$ cat src/rtl/sha256_pkg.sv
// ----------------------------------------------------------------------------
// sha256_pkg
// types, constants and round functions shared by the sha-256 stream hasher
// ----------------------------------------------------------------------------
package sha256_pkg;

  typedef enum logic {
    REQ_ABSORB = 1'b0,
    REQ_FINISH = 1'b1
  } req_e;

  typedef struct packed {
    logic       req_type;
    logic [7:0] data_byte;
  } in_beat_t;

  typedef struct packed {
    logic [31:0] digest_word;
    logic [2:0]  word_index;
    logic        last_word;
  } out_beat_t;

  typedef enum logic [2:0] {
    ST_IDLE,
    ST_ROUND,
    ST_UPDATE,
    ST_PAD,
    ST_EMIT
  } state_e;

  typedef struct packed {
    logic       wr_byte;
    logic [5:0] wr_addr;
    logic [7:0] wr_data;
    logic       load;
    logic       round;
    logic [5:0] rnd;
    logic       update;
    logic       reinit;
    logic [2:0] rd_idx;
  } dp_cmd_t;

  localparam logic [31:0] INIT_HASH [8] = '{
    32'h6A09E667, 32'hBB67AE85, 32'h3C6EF372, 32'hA54FF53A,
    32'h510E527F, 32'h9B05688C, 32'h1F83D9AB, 32'h5BE0CD19
  };

  localparam logic [31:0] ROUND_K [64] = '{
    32'h428A2F98, 32'h71374491, 32'hB5C0FBCF, 32'hE9B5DBA5,
    32'h3956C25B, 32'h59F111F1, 32'h923F82A4, 32'hAB1C5ED5,
    32'hD807AA98, 32'h12835B01, 32'h243185BE, 32'h550C7DC3,
    32'h72BE5D74, 32'h80DEB1FE, 32'h9BDC06A7, 32'hC19BF174,
    32'hE49B69C1, 32'hEFBE4786, 32'h0FC19DC6, 32'h240CA1CC,
    32'h2DE92C6F, 32'h4A7484AA, 32'h5CB0A9DC, 32'h76F988DA,
    32'h983E5152, 32'hA831C66D, 32'hB00327C8, 32'hBF597FC7,
    32'hC6E00BF3, 32'hD5A79147, 32'h06CA6351, 32'h14292967,
    32'h27B70A85, 32'h2E1B2138, 32'h4D2C6DFC, 32'h53380D13,
    32'h650A7354, 32'h766A0ABB, 32'h81C2C92E, 32'h92722C85,
    32'hA2BFE8A1, 32'hA81A664B, 32'hC24B8B70, 32'hC76C51A3,
    32'hD192E819, 32'hD6990624, 32'hF40E3585, 32'h106AA070,
    32'h19A4C116, 32'h1E376C08, 32'h2748774C, 32'h34B0BCB5,
    32'h391C0CB3, 32'h4ED8AA4A, 32'h5B9CCA4F, 32'h682E6FF3,
    32'h748F82EE, 32'h78A5636F, 32'h84C87814, 32'h8CC70208,
    32'h90BEFFFA, 32'hA4506CEB, 32'hBEF9A3F7, 32'hC67178F2
  };

  localparam logic [7:0] PAD_BYTE = 8'h80;
  localparam logic [5:0] LEN_START = 6'd56;

  function automatic logic [31:0] rotr(input logic [31:0] x, input int unsigned n);
    rotr = (x >> n) | (x << (32 - n));
  endfunction

endpackage

$ cat src/rtl/sha256_datapath.sv
// ----------------------------------------------------------------------------
// sha256_datapath
// byte-wise loaded rolling message schedule, working words and hash words
// ----------------------------------------------------------------------------
module sha256_datapath (
  input  logic                 clk_i,
  input  logic                 rst_ni,
  input  sha256_pkg::dp_cmd_t  cmd_i,
  output logic [31:0]          hash_word_o
);

  logic [31:0] w_q [16];
  logic [31:0] wk_q [8];
  logic [31:0] h_q [8];

  logic [31:0] w_cur, s0, s1, t1, t2, w2, w7, w15, w16;
  logic [31:0] a, b, c, d, e, f, g, h;
  logic [3:0]  wi;
  logic [4:0]  lane;

  assign wi   = cmd_i.rnd[3:0];
  assign lane = {~cmd_i.wr_addr[1:0], 3'b000};
  assign w2  = w_q[4'(wi - 4'd2)];
  assign w7  = w_q[4'(wi - 4'd7)];
  assign w15 = w_q[4'(wi - 4'd15)];
  assign w16 = w_q[wi];
  assign a = wk_q[0]; assign b = wk_q[1]; assign c = wk_q[2]; assign d = wk_q[3];
  assign e = wk_q[4]; assign f = wk_q[5]; assign g = wk_q[6]; assign h = wk_q[7];

  always_comb begin
    s0 = sha256_pkg::rotr(w15, 7) ^ sha256_pkg::rotr(w15, 18) ^ (w15 >> 3);
    s1 = sha256_pkg::rotr(w2, 17) ^ sha256_pkg::rotr(w2, 19) ^ (w2 >> 10);
    w_cur = (cmd_i.rnd < 6'd16) ? w16 : (s1 + w7 + s0 + w16);
    t1 = h + (sha256_pkg::rotr(e, 6) ^ sha256_pkg::rotr(e, 11) ^ sha256_pkg::rotr(e, 25))
         + (g ^ (e & (f ^ g))) + sha256_pkg::ROUND_K[cmd_i.rnd] + w_cur;
    t2 = (sha256_pkg::rotr(a, 2) ^ sha256_pkg::rotr(a, 13) ^ sha256_pkg::rotr(a, 22))
         + ((a & b) | (c & (a | b)));
  end

  // bytes land big-endian in the schedule words, no reset needed
  always_ff @(posedge clk_i) begin
    if (cmd_i.wr_byte) begin
      w_q[cmd_i.wr_addr[5:2]][lane +: 8] <= cmd_i.wr_data;
    end
    if (cmd_i.load) begin
      for (int i = 0; i < 8; i++) begin
        wk_q[i] <= h_q[i];
      end
    end else if (cmd_i.round) begin
      w_q[wi] <= w_cur;
      for (int i = 1; i < 8; i++) begin
        if (i != 4) wk_q[i] <= wk_q[i-1];
      end
      wk_q[4] <= d + t1;
      wk_q[0] <= t1 + t2;
    end
  end

  always_ff @(posedge clk_i or negedge rst_ni) begin
    if (!rst_ni) begin
      for (int i = 0; i < 8; i++) h_q[i] <= sha256_pkg::INIT_HASH[i];
    end else if (cmd_i.reinit) begin
      for (int i = 0; i < 8; i++) h_q[i] <= sha256_pkg::INIT_HASH[i];
    end else if (cmd_i.update) begin
      for (int i = 0; i < 8; i++) h_q[i] <= h_q[i] + wk_q[i];
    end
  end

  assign hash_word_o = h_q[cmd_i.rd_idx];

endmodule

$ cat src/rtl/sha256_ctrl.sv
// ----------------------------------------------------------------------------
// sha256_ctrl
// sequencer for byte intake, padding, 64 rounds and digest output
// ----------------------------------------------------------------------------
module sha256_ctrl (
  input  logic                  clk_i,
  input  logic                  rst_ni,
  input  logic                  in_valid_i,
  output logic                  in_ready_o,
  input  sha256_pkg::in_beat_t  in_data_i,
  output logic                  out_valid_o,
  input  logic                  out_ready_i,
  output logic [2:0]            out_idx_o,
  output sha256_pkg::dp_cmd_t   cmd_o
);

  sha256_pkg::state_e state_q, state_d;
  logic [63:0] cnt_q, cnt_d;
  logic [5:0]  rnd_q, rnd_d;
  logic [5:0]  pad_q, pad_d;
  logic        fin_q, fin_d;     // finishing message
  logic        last_q, last_d;   // current block is the final one
  logic [2:0]  idx_q, idx_d;
  logic [63:0] bits;

  assign bits = cnt_q << 3;

  always_ff @(posedge clk_i or negedge rst_ni) begin
    if (!rst_ni) begin
      state_q <= sha256_pkg::ST_IDLE;
      cnt_q   <= '0;
      rnd_q   <= '0;
      pad_q   <= '0;
      fin_q   <= 1'b0;
      last_q  <= 1'b0;
      idx_q   <= '0;
    end else begin
      state_q <= state_d;
      cnt_q   <= cnt_d;
      rnd_q   <= rnd_d;
      pad_q   <= pad_d;
      fin_q   <= fin_d;
      last_q  <= last_d;
      idx_q   <= idx_d;
    end
  end

  always_comb begin
    state_d = state_q;
    cnt_d = cnt_q; rnd_d = rnd_q; pad_d = pad_q;
    fin_d = fin_q; last_d = last_q; idx_d = idx_q;
    cmd_o = '0;
    cmd_o.rnd = rnd_q;
    cmd_o.rd_idx = idx_q;
    in_ready_o = 1'b0;
    out_valid_o = 1'b0;
    case (state_q)
      sha256_pkg::ST_IDLE: begin
        in_ready_o = 1'b1;
        if (in_valid_i) begin
          if (in_data_i.req_type == sha256_pkg::REQ_ABSORB) begin
            cmd_o.wr_byte = 1'b1;
            cmd_o.wr_addr = cnt_q[5:0];
            cmd_o.wr_data = in_data_i.data_byte;
            cnt_d = cnt_q + 64'd1;
            if (cnt_q[5:0] == 6'd63) begin
              cmd_o.load = 1'b0;
              rnd_d = '0;
              fin_d = 1'b0;
              last_d = 1'b0;
              state_d = sha256_pkg::ST_UPDATE;
              pad_d = 6'd0;
            end
          end else begin
            cmd_o.wr_byte = 1'b1;
            cmd_o.wr_addr = cnt_q[5:0];
            cmd_o.wr_data = sha256_pkg::PAD_BYTE;
            pad_d = 6'(cnt_q[5:0] + 6'd1);
            fin_d = 1'b1;
            last_d = (cnt_q[5:0] < 6'd56);
            state_d = (cnt_q[5:0] == 6'd63) ? sha256_pkg::ST_UPDATE : sha256_pkg::ST_PAD;
          end
        end
      end
      // write zeros and length, one byte a cycle
      sha256_pkg::ST_PAD: begin
        cmd_o.wr_byte = 1'b1;
        cmd_o.wr_addr = pad_q;
        if (last_q && pad_q >= sha256_pkg::LEN_START) begin
          cmd_o.wr_data = bits[8*(7-(pad_q[2:0]))+:8];
        end else begin
          cmd_o.wr_data = 8'h00;
        end
        pad_d = pad_q + 6'd1;
        if (pad_q == 6'd63) begin
          state_d = sha256_pkg::ST_UPDATE;
        end
      end
      // load working words from hash words, or fold them back in
      sha256_pkg::ST_UPDATE: begin
        if (rnd_q == 6'd0 && !idx_q[0]) begin
          cmd_o.load = 1'b1;
          idx_d = 3'd1;
          state_d = sha256_pkg::ST_ROUND;
        end else begin
          cmd_o.update = 1'b1;
          idx_d = '0;
          rnd_d = '0;
          if (!fin_q) begin
            state_d = sha256_pkg::ST_IDLE;
          end else if (!last_q) begin
            last_d = 1'b1;
            pad_d = '0;
            state_d = sha256_pkg::ST_PAD;
          end else begin
            state_d = sha256_pkg::ST_EMIT;
          end
        end
      end
      sha256_pkg::ST_ROUND: begin
        cmd_o.round = 1'b1;
        rnd_d = rnd_q + 6'd1;
        if (rnd_q == 6'd63) begin
          state_d = sha256_pkg::ST_UPDATE;
        end
      end
      sha256_pkg::ST_EMIT: begin
        out_valid_o = 1'b1;
        if (out_ready_i) begin
          idx_d = idx_q + 3'd1;
          if (idx_q == 3'd7) begin
            cmd_o.reinit = 1'b1;
            cnt_d = '0;
            fin_d = 1'b0;
            state_d = sha256_pkg::ST_IDLE;
          end
        end
      end
      default: state_d = sha256_pkg::ST_IDLE;
    endcase
  end

  assign out_idx_o = idx_q;

endmodule

$ cat src/rtl/sha256_stream_hasher.sv
// ----------------------------------------------------------------------------
// sha256_stream_hasher
// streaming sha-256: one message byte per input beat, eight digest beats out
// ----------------------------------------------------------------------------
// An absorb beat writes one byte into the schedule; the 64th byte of a block
// adds a load step, 64 rounds (one round per cycle through a single round
// unit) and a hash update step. A finish beat pads one byte per cycle up to
// the block end, compresses, possibly a second padded block, then presents
// eight digest beats, one per accepted cycle. Input is not accepted while
// padding, while a block compresses or while the digest drains.
module sha256_stream_hasher (
  input  logic                   clk_i,
  input  logic                   rst_ni,
  input  logic                   in_valid_i,
  output logic                   in_ready_o,
  input  sha256_pkg::in_beat_t   in_data_i,
  output logic                   out_valid_o,
  input  logic                   out_ready_i,
  output sha256_pkg::out_beat_t  out_data_o
);

  sha256_pkg::dp_cmd_t cmd;
  logic [31:0] hword;
  logic [2:0]  idx;

  sha256_ctrl u_ctrl (
    .clk_i, .rst_ni, .in_valid_i, .in_ready_o, .in_data_i,
    .out_valid_o, .out_ready_i, .out_idx_o(idx), .cmd_o(cmd)
  );

  sha256_datapath u_dp (
    .clk_i, .rst_ni, .cmd_i(cmd), .hash_word_o(hword)
  );

  assign out_data_o.digest_word = hword;
  assign out_data_o.word_index  = idx;
  assign out_data_o.last_word   = (idx == 3'd7);

  a_excl: assert property (@(posedge clk_i) disable iff (!rst_ni)
    !(in_ready_o && out_valid_o)) else $error("ready and valid together");
  a_idx: assert property (@(posedge clk_i) disable iff (!rst_ni)
    (out_valid_o && out_ready_i && idx != 3'd7) |=> out_valid_o)
    else $error("digest cut short");
  a_done: assert property (@(posedge clk_i) disable iff (!rst_ni)
    (out_valid_o && out_ready_i && idx == 3'd7) |=> in_ready_o)
    else $error("no return to idle");

endmodule
$ cat config.mk
export PLATFORM = sky130hd
export DESIGN_NAME = sha256_stream_hasher
export DESIGN_NICKNAME = d
export VERILOG_FILES = /design/src/rtl/sha256_pkg.sv /design/src/rtl/sha256_datapath.sv /design/src/rtl/sha256_ctrl.sv /design/src/rtl/sha256_stream_hasher.sv
export SDC_FILE = /design/constraint.sdc
export NUM_CORES = 2
export LEC_CHECK = 0
export BUFFER_PORTS_ARGS = -buffer_cell sky130_fd_sc_hd__buf_4
export CELL_PAD_IN_SITES_DETAIL_PLACEMENT = 1
export CELL_PAD_IN_SITES_GLOBAL_PLACEMENT = 1
export CORE_ASPECT_RATIO = 1.25
export CORE_MARGIN = 2
export CORE_UTILIZATION = 25
export CTS_CLUSTER_SIZE = 12
export DETAILED_ROUTE_END_ITERATION = 6
export GPL_TIMING_DRIVEN = 0
export PLACE_DENSITY = 0.43
export SLEW_MARGIN = 20
export SYNTH_ARGS = -nofsm -noshare
export SYNTH_HDL_FRONTEND = slang
export SYNTH_HIERARCHICAL = 1
export SYNTH_SLANG_ARGS = --single-unit
export TNS_END_PERCENT = 1
$ cat constraint.sdc
create_clock -name clk_i -period 41.8 [get_ports clk_i]
set_input_delay 4.18 -clock clk_i [delete_from_list [all_inputs] [get_ports clk_i]]
set_output_delay 4.18 -clock clk_i [all_outputs]
set_load 0.01 [all_outputs]
# Word level (Yosys, flattened, before mapping)
# Memories as Yosys holds them, arrays and structs flattened.
# Index checks and enable logic that the tools add are counted.
word_totals:
  reg_bits: 340
  ramBits: 768
  rom_bits: 2048
  input_bits: 13
  n_memories: 3
mem_list:
  columns: ["memory", "depth", "width", "read_ports", "rd_clocked_by_memory_dff", "write_ports", "line", "text"]
  rows:
  - ["(no name shown)", 64, 32, 1, 0, 0, "sha256_datapath.sv:35", "+ (g ^ (e & (f ^ g))) + sha256_pkg::ROUND_K[cmd_i.rnd] + w_cur;"]
  - ["u_dp.w_q", 16, 32, 4, 0, 1, "sha256_datapath.sv:12", "logic [31:0] w_q [16];"]
  - ["u_dp.wk_q", 8, 32, 8, 0, 8, "sha256_datapath.sv:13", "logic [31:0] wk_q [8];"]
classes:
  n_addsub: 28
  n_lt_le_gt_ge: 5
  n_eq_ne: 19
  shifts: 3
  mux: 82
  bitwise: 36
  n_reduce_logical: 19
ops:
  columns: ["cell", "count"]
  rows:
  - ["$add 32x32->32", 18]
  - ["$mux 256", 2]
  - ["$mux 32", 16]
  - ["$mux 64", 4]
  - ["$xor 32x32->32", 8]
  - ["$pmux 64 s2", 1]
  - ["$and 32x32->32", 3]
  - ["$bmux 32 s3", 1]
  - ["$add 64x1->64 const B", 1]
  - ["$or 32x32->32", 2]
  - ["$shiftx 64x33->8", 1]
  - ["$mux 6", 9]
  - ["$pmux 6 s3", 2]
  - ["$mux 3", 11]
  - ["$or 10x32->32", 1]
  - ["$or 13x32->32", 1]
  - ["$or 14x32->32", 1]
  - ["$or 15x32->32", 1]
  - ["$or 19x32->32", 1]
  - ["$or 21x32->32", 1]
  - ["$or 25x32->32", 1]
  - ["$or 26x32->32", 1]
  - ["$or 30x32->32", 1]
  - ["$or 7x32->32", 1]
  - ["45 further kinds", 103]

# Longest topological paths before layout
# An unclocked memory read counts as a cell.
logic_depth:
  word_depth: 12
  ltp_mapped: 62
  ltp_nobuf: 53

# Cells and area by module
# The synthesis kept the hierarchy.
modules_own_cells:
  columns: ["module", "instances", "cells_each", "area_each_um2", "seq_area_each_um2"]
  rows:
  - ["sha256_datapath", 1, 8499, 84320.9, 29638.4]
  - ["sha256_ctrl", 1, 600, 5255.0, 2026.9]
  - ["sha256_stream_hasher", 1, 1, 6.3, 0.0]

# Worst setup path after synthesis
# OpenSTA, ideal clock, no wires.
synth_path:
  path_type: "register to register"
  from: "register u_ctrl.rnd_q[0]"
  to: "memory u_dp.wk_q[0][31], data pin"
  arrival_time_ns: 14.206
  required_ns: 41.540
  slack_ns: 27.334
  path_stages_with_launch: 61
  n_path_buf: 12
  path_cell_list: "dfrtp_1 buf_6 buf_12 buf_6 buf_4 buf_2 buf_4 buf_2 clkinv_1 ha_1 clkbuf_1 clkbuf_1 clkbuf_1 clkbuf_1 mux4_2 mux4_2 xnor2_1 fa_1 [... 25 more ...] a21oi_1 o21bai_1 a21oi_1 xnor2_1 fa_1 ha_1 a21o_1 a21o_1 a21o_1 a211oi_1 o21ai_0 a311oi_1 nor2_1 a221oi_1 o21ai_0 xnor2_1 xnor3_1 mux2_4"
synth_lines:
  columns: ["item", "line", "text"]
  rows:
  - ["start, declared", "sha256_ctrl.sv:19", "logic [5:0] rnd_q, rnd_d;"]
  - ["start signal, assigned", "sha256_ctrl.sv:40", "rnd_q <= rnd_d;"]
  - ["end, declared", "sha256_datapath.sv:13", null]

==> metrics.cfg <==
[sta]
rsz0062_at_grt = false
maxSlewHeadroom_pct = 12.8
setup_tns_ns = 0
period_minus_slack_ns = 23.40
setup_violations = 0
hold_viol_final = 0
setup_slack_ns = 18.40
tightest_slew_ns = 1.31
fin_worst_skew_ns = 0.0601
drv_slew = 0
min_period_over_period_pct = 56.0
fmax_ghz = 0.0427

[pwr]
ir_worst_vdd_mv = 0.0229
p_leak_nw = 39.7
power_mw = 2.53
p_per_area_nw_per_um2 = 24.5

[clocking]
cts_resized = 0
cts-hold-fix-buffers = 0
clk_pin_slew_worst_paths_ns = 0.06
numCtsBuffers = 151
clockBufferDepth = 4
insertion_delay_ns = 0.88
clock_sinks = 1105
postCtsSetupRepairBufs = 0
cts_tree = done
cts_root_buffer = clkbuf_16
htree_levels = 4

[worst_setup_path]
critPathLaunch = u_ctrl/rnd_q[0]
r2r_slack_ns = 18.40
crit_arrival_ns = 24.00
crit_required_ns = 42.39
cp_max_fo = 12
start_kind = flop
rr_worst_depth = 57
r2r_end = u_dp/wk_q[0][31]
cp_slowest_stage_delay_ns = 1.00
slowest_stage = buf_1
crit_path_end = u_dp/wk_q[0][31]
r2r-start = u_ctrl/rnd_q[0]
end_kind = flop
criticalPathCategory = flop to flop

[place]
pre_cts_ws_ns = 18.68
postPlaceCellArea_um2 = 98400
globalplace.congestion = 1.00
place.port_buffers = 50
hpwlAfterDp_um = 452000

[global_routing]
grt_first_pass_wirelength_um = 728000
grt_pass1_vias = 82756
grt_start_max_net_pins = 76
antenna_found_initial = 26
grt_overflow = 0
grt.met2_usage_pct = 54.4
grt.total_usage_pct = 29.4
use_met1_pct = 31.3
use_met3_pct = 3.28
grt.busiest_layer = met2

[route]
antenna_left = 0
drt-total-wl_um = 546000
vias = 79222
drc = 0
viasPerCell = 5.56
drt_first_pass_iters = 6
wl_per_cell_um = 38.3
drt_iter0_markers = 6980

[logic_synthesis]
yosysWarnings = 6
yosys.area.top_type = edfxtp_1
synth_top_area_share_pct = 25.7
netlist_area_um2 = 89600
async_reset_ff_share_pct = 30.5
synthCells = 9100
ys_types = 103
synthFlopType = edfxtp_1
syn_nets = 9727
synth_edf_count = 768
syn_avg_cell_area_um2 = 9.84
ys_seq_area_share_pct = 35.3
ys_ff_latch = 1105
synthTopCellsByArea = edfxtp_1 26%, mux4_2 12%, nand2_1 6.7%

[job]
cap_violations = 0

[floorplan]
die_area_um2 = 363000
rows = 245
die_y_um = 673
coreArea_um2 = 357000
pin_count = 51
start_util_pct = 25.1
die_x_um = 539

[cells_and_area]
fill_cells = 40461
final_cell_mix = 1595 x nand2_1, 950 x o21ai_0, 768 x edfxtp_1
seq_area_um2 = 31700
fin_nets = 10055
multi_input_area_um2 = 54200
layout_commonest_cell = nand2_1
area_growth_pct = 15.4
drive_gt1_share_pct = 15.0
utilization_pct = 29.0
postLayoutCellArea_um2 = 103000

[outcome]
status = finished, final reports clean

[worst_hold_path]
min_path_type = flop to flop
hold_depth = 2

cell type report:
class / instances / share of cell area [%]
multi-input combinational: 6934 / 52.4
sequential: 1105 / 30.6
tap: 4693 / 5.68
clock buffer: 208 / 4.18
buffer: 631 / 2.64
timing repair buffer: 175 / 2.32
inverter: 430 / 1.56
clock inverter: 51 / 0.565
antenna: 23 / 0.0557
synthesized netlist by cell type (173+ instances only):
library cell,number
nor2_1,445
edfxtp_1,768
a21o_1,173
xnor2_1,410
o21ai_0,1023
ha_1,417
mux4_2,485
mux2i_1,239
inv_1,426
clkbuf_1,487
fa_1,197
dfrtp_1,201
a21oi_1,459
nand2_1,1596
state kept, by name, summed over array words and instances, names as in the netlist:
name              cells
u_dp/w_q            512
u_dp/h_q            256
u_dp/wk_q           256
u_ctrl/cnt_q         61
u_ctrl/pad_q          6
u_ctrl/rnd_q          6
u_ctrl/out_idx_o      3
u_ctrl/state_q        3
u_ctrl/fin_q          1
u_ctrl/last_q         1
metrics by stage:
step,std cells,hold slack (ns)
finish,14250,0.512
global route,14236,0.552
CTS,14227,0.512
detailed placement,13968,0.504
global placement,13843,0.496
floorplan,9100,0.479
worst max-delay path, delay by kind of cell (launching register included):
family	cells	cell delay (ns)
flip-flops	1	0.79
AO/OA/AOI/OAI	18	5.53
buffers and inverters	19	7.33
AND/OR/NAND/NOR	2	0.52
adder cells (fa/ha/maj)	10	4.66
XOR/XNOR	4	1.80
multiplexers	4	2.24
worst min-delay path by stage:
stage                         endpoint  slack (ns)          from
after floorplan           u_dp/h_q[77]        0.48  u_dp/h_q[77]
after global routing      u_dp/h_q[77]        0.55  u_dp/h_q[77]
final                     u_dp/h_q[77]        0.51  u_dp/h_q[77]
after CTS                 u_dp/h_q[77]        0.51  u_dp/h_q[77]
after global placement    u_dp/h_q[77]        0.50  u_dp/h_q[77]
after detailed placement  u_dp/h_q[77]        0.50  u_dp/h_q[77]
metal layers:
layer	vias to the layer above	share of wire [%]
met3	1041	4.4
met5	-	0.011
met4	8	8.0
met2	2989	52
met1	41411	36
li1	33773	-
logic make-up (layout without fill, tap and decap cells):
group | after synthesis | after routing | synth area share (%)
AND/OR/NAND/NOR | 2666 | 2666 | 12.8
multiplexers | 782 | 782 | 15.8
AO/OA/AOI/OAI | 2265 | 2265 | 15.1
other | 0 | 23 | 0
adder cells (fa/ha/maj) | 644 | 644 | 10.6
flip-flops | 1105 | 1105 | 35.3
buffers and inverters | 1061 | 1495 | 4.64
XOR/XNOR | 577 | 577 | 5.72
power by group:
| group | switching [mW] | leakage (nW) | internal [mW] |
|---|---|---|---|
| Sequential | 0.000437 | 11.3 | 1.16 |
| Combinational | 0.00960 | 26.0 | 0.00273 |
| Clock | 0.558 | 2.42 | 0.799 |
| Total | 0.568 | 39.7 | 1.96 |
Power figures use the tool's default switching activity.
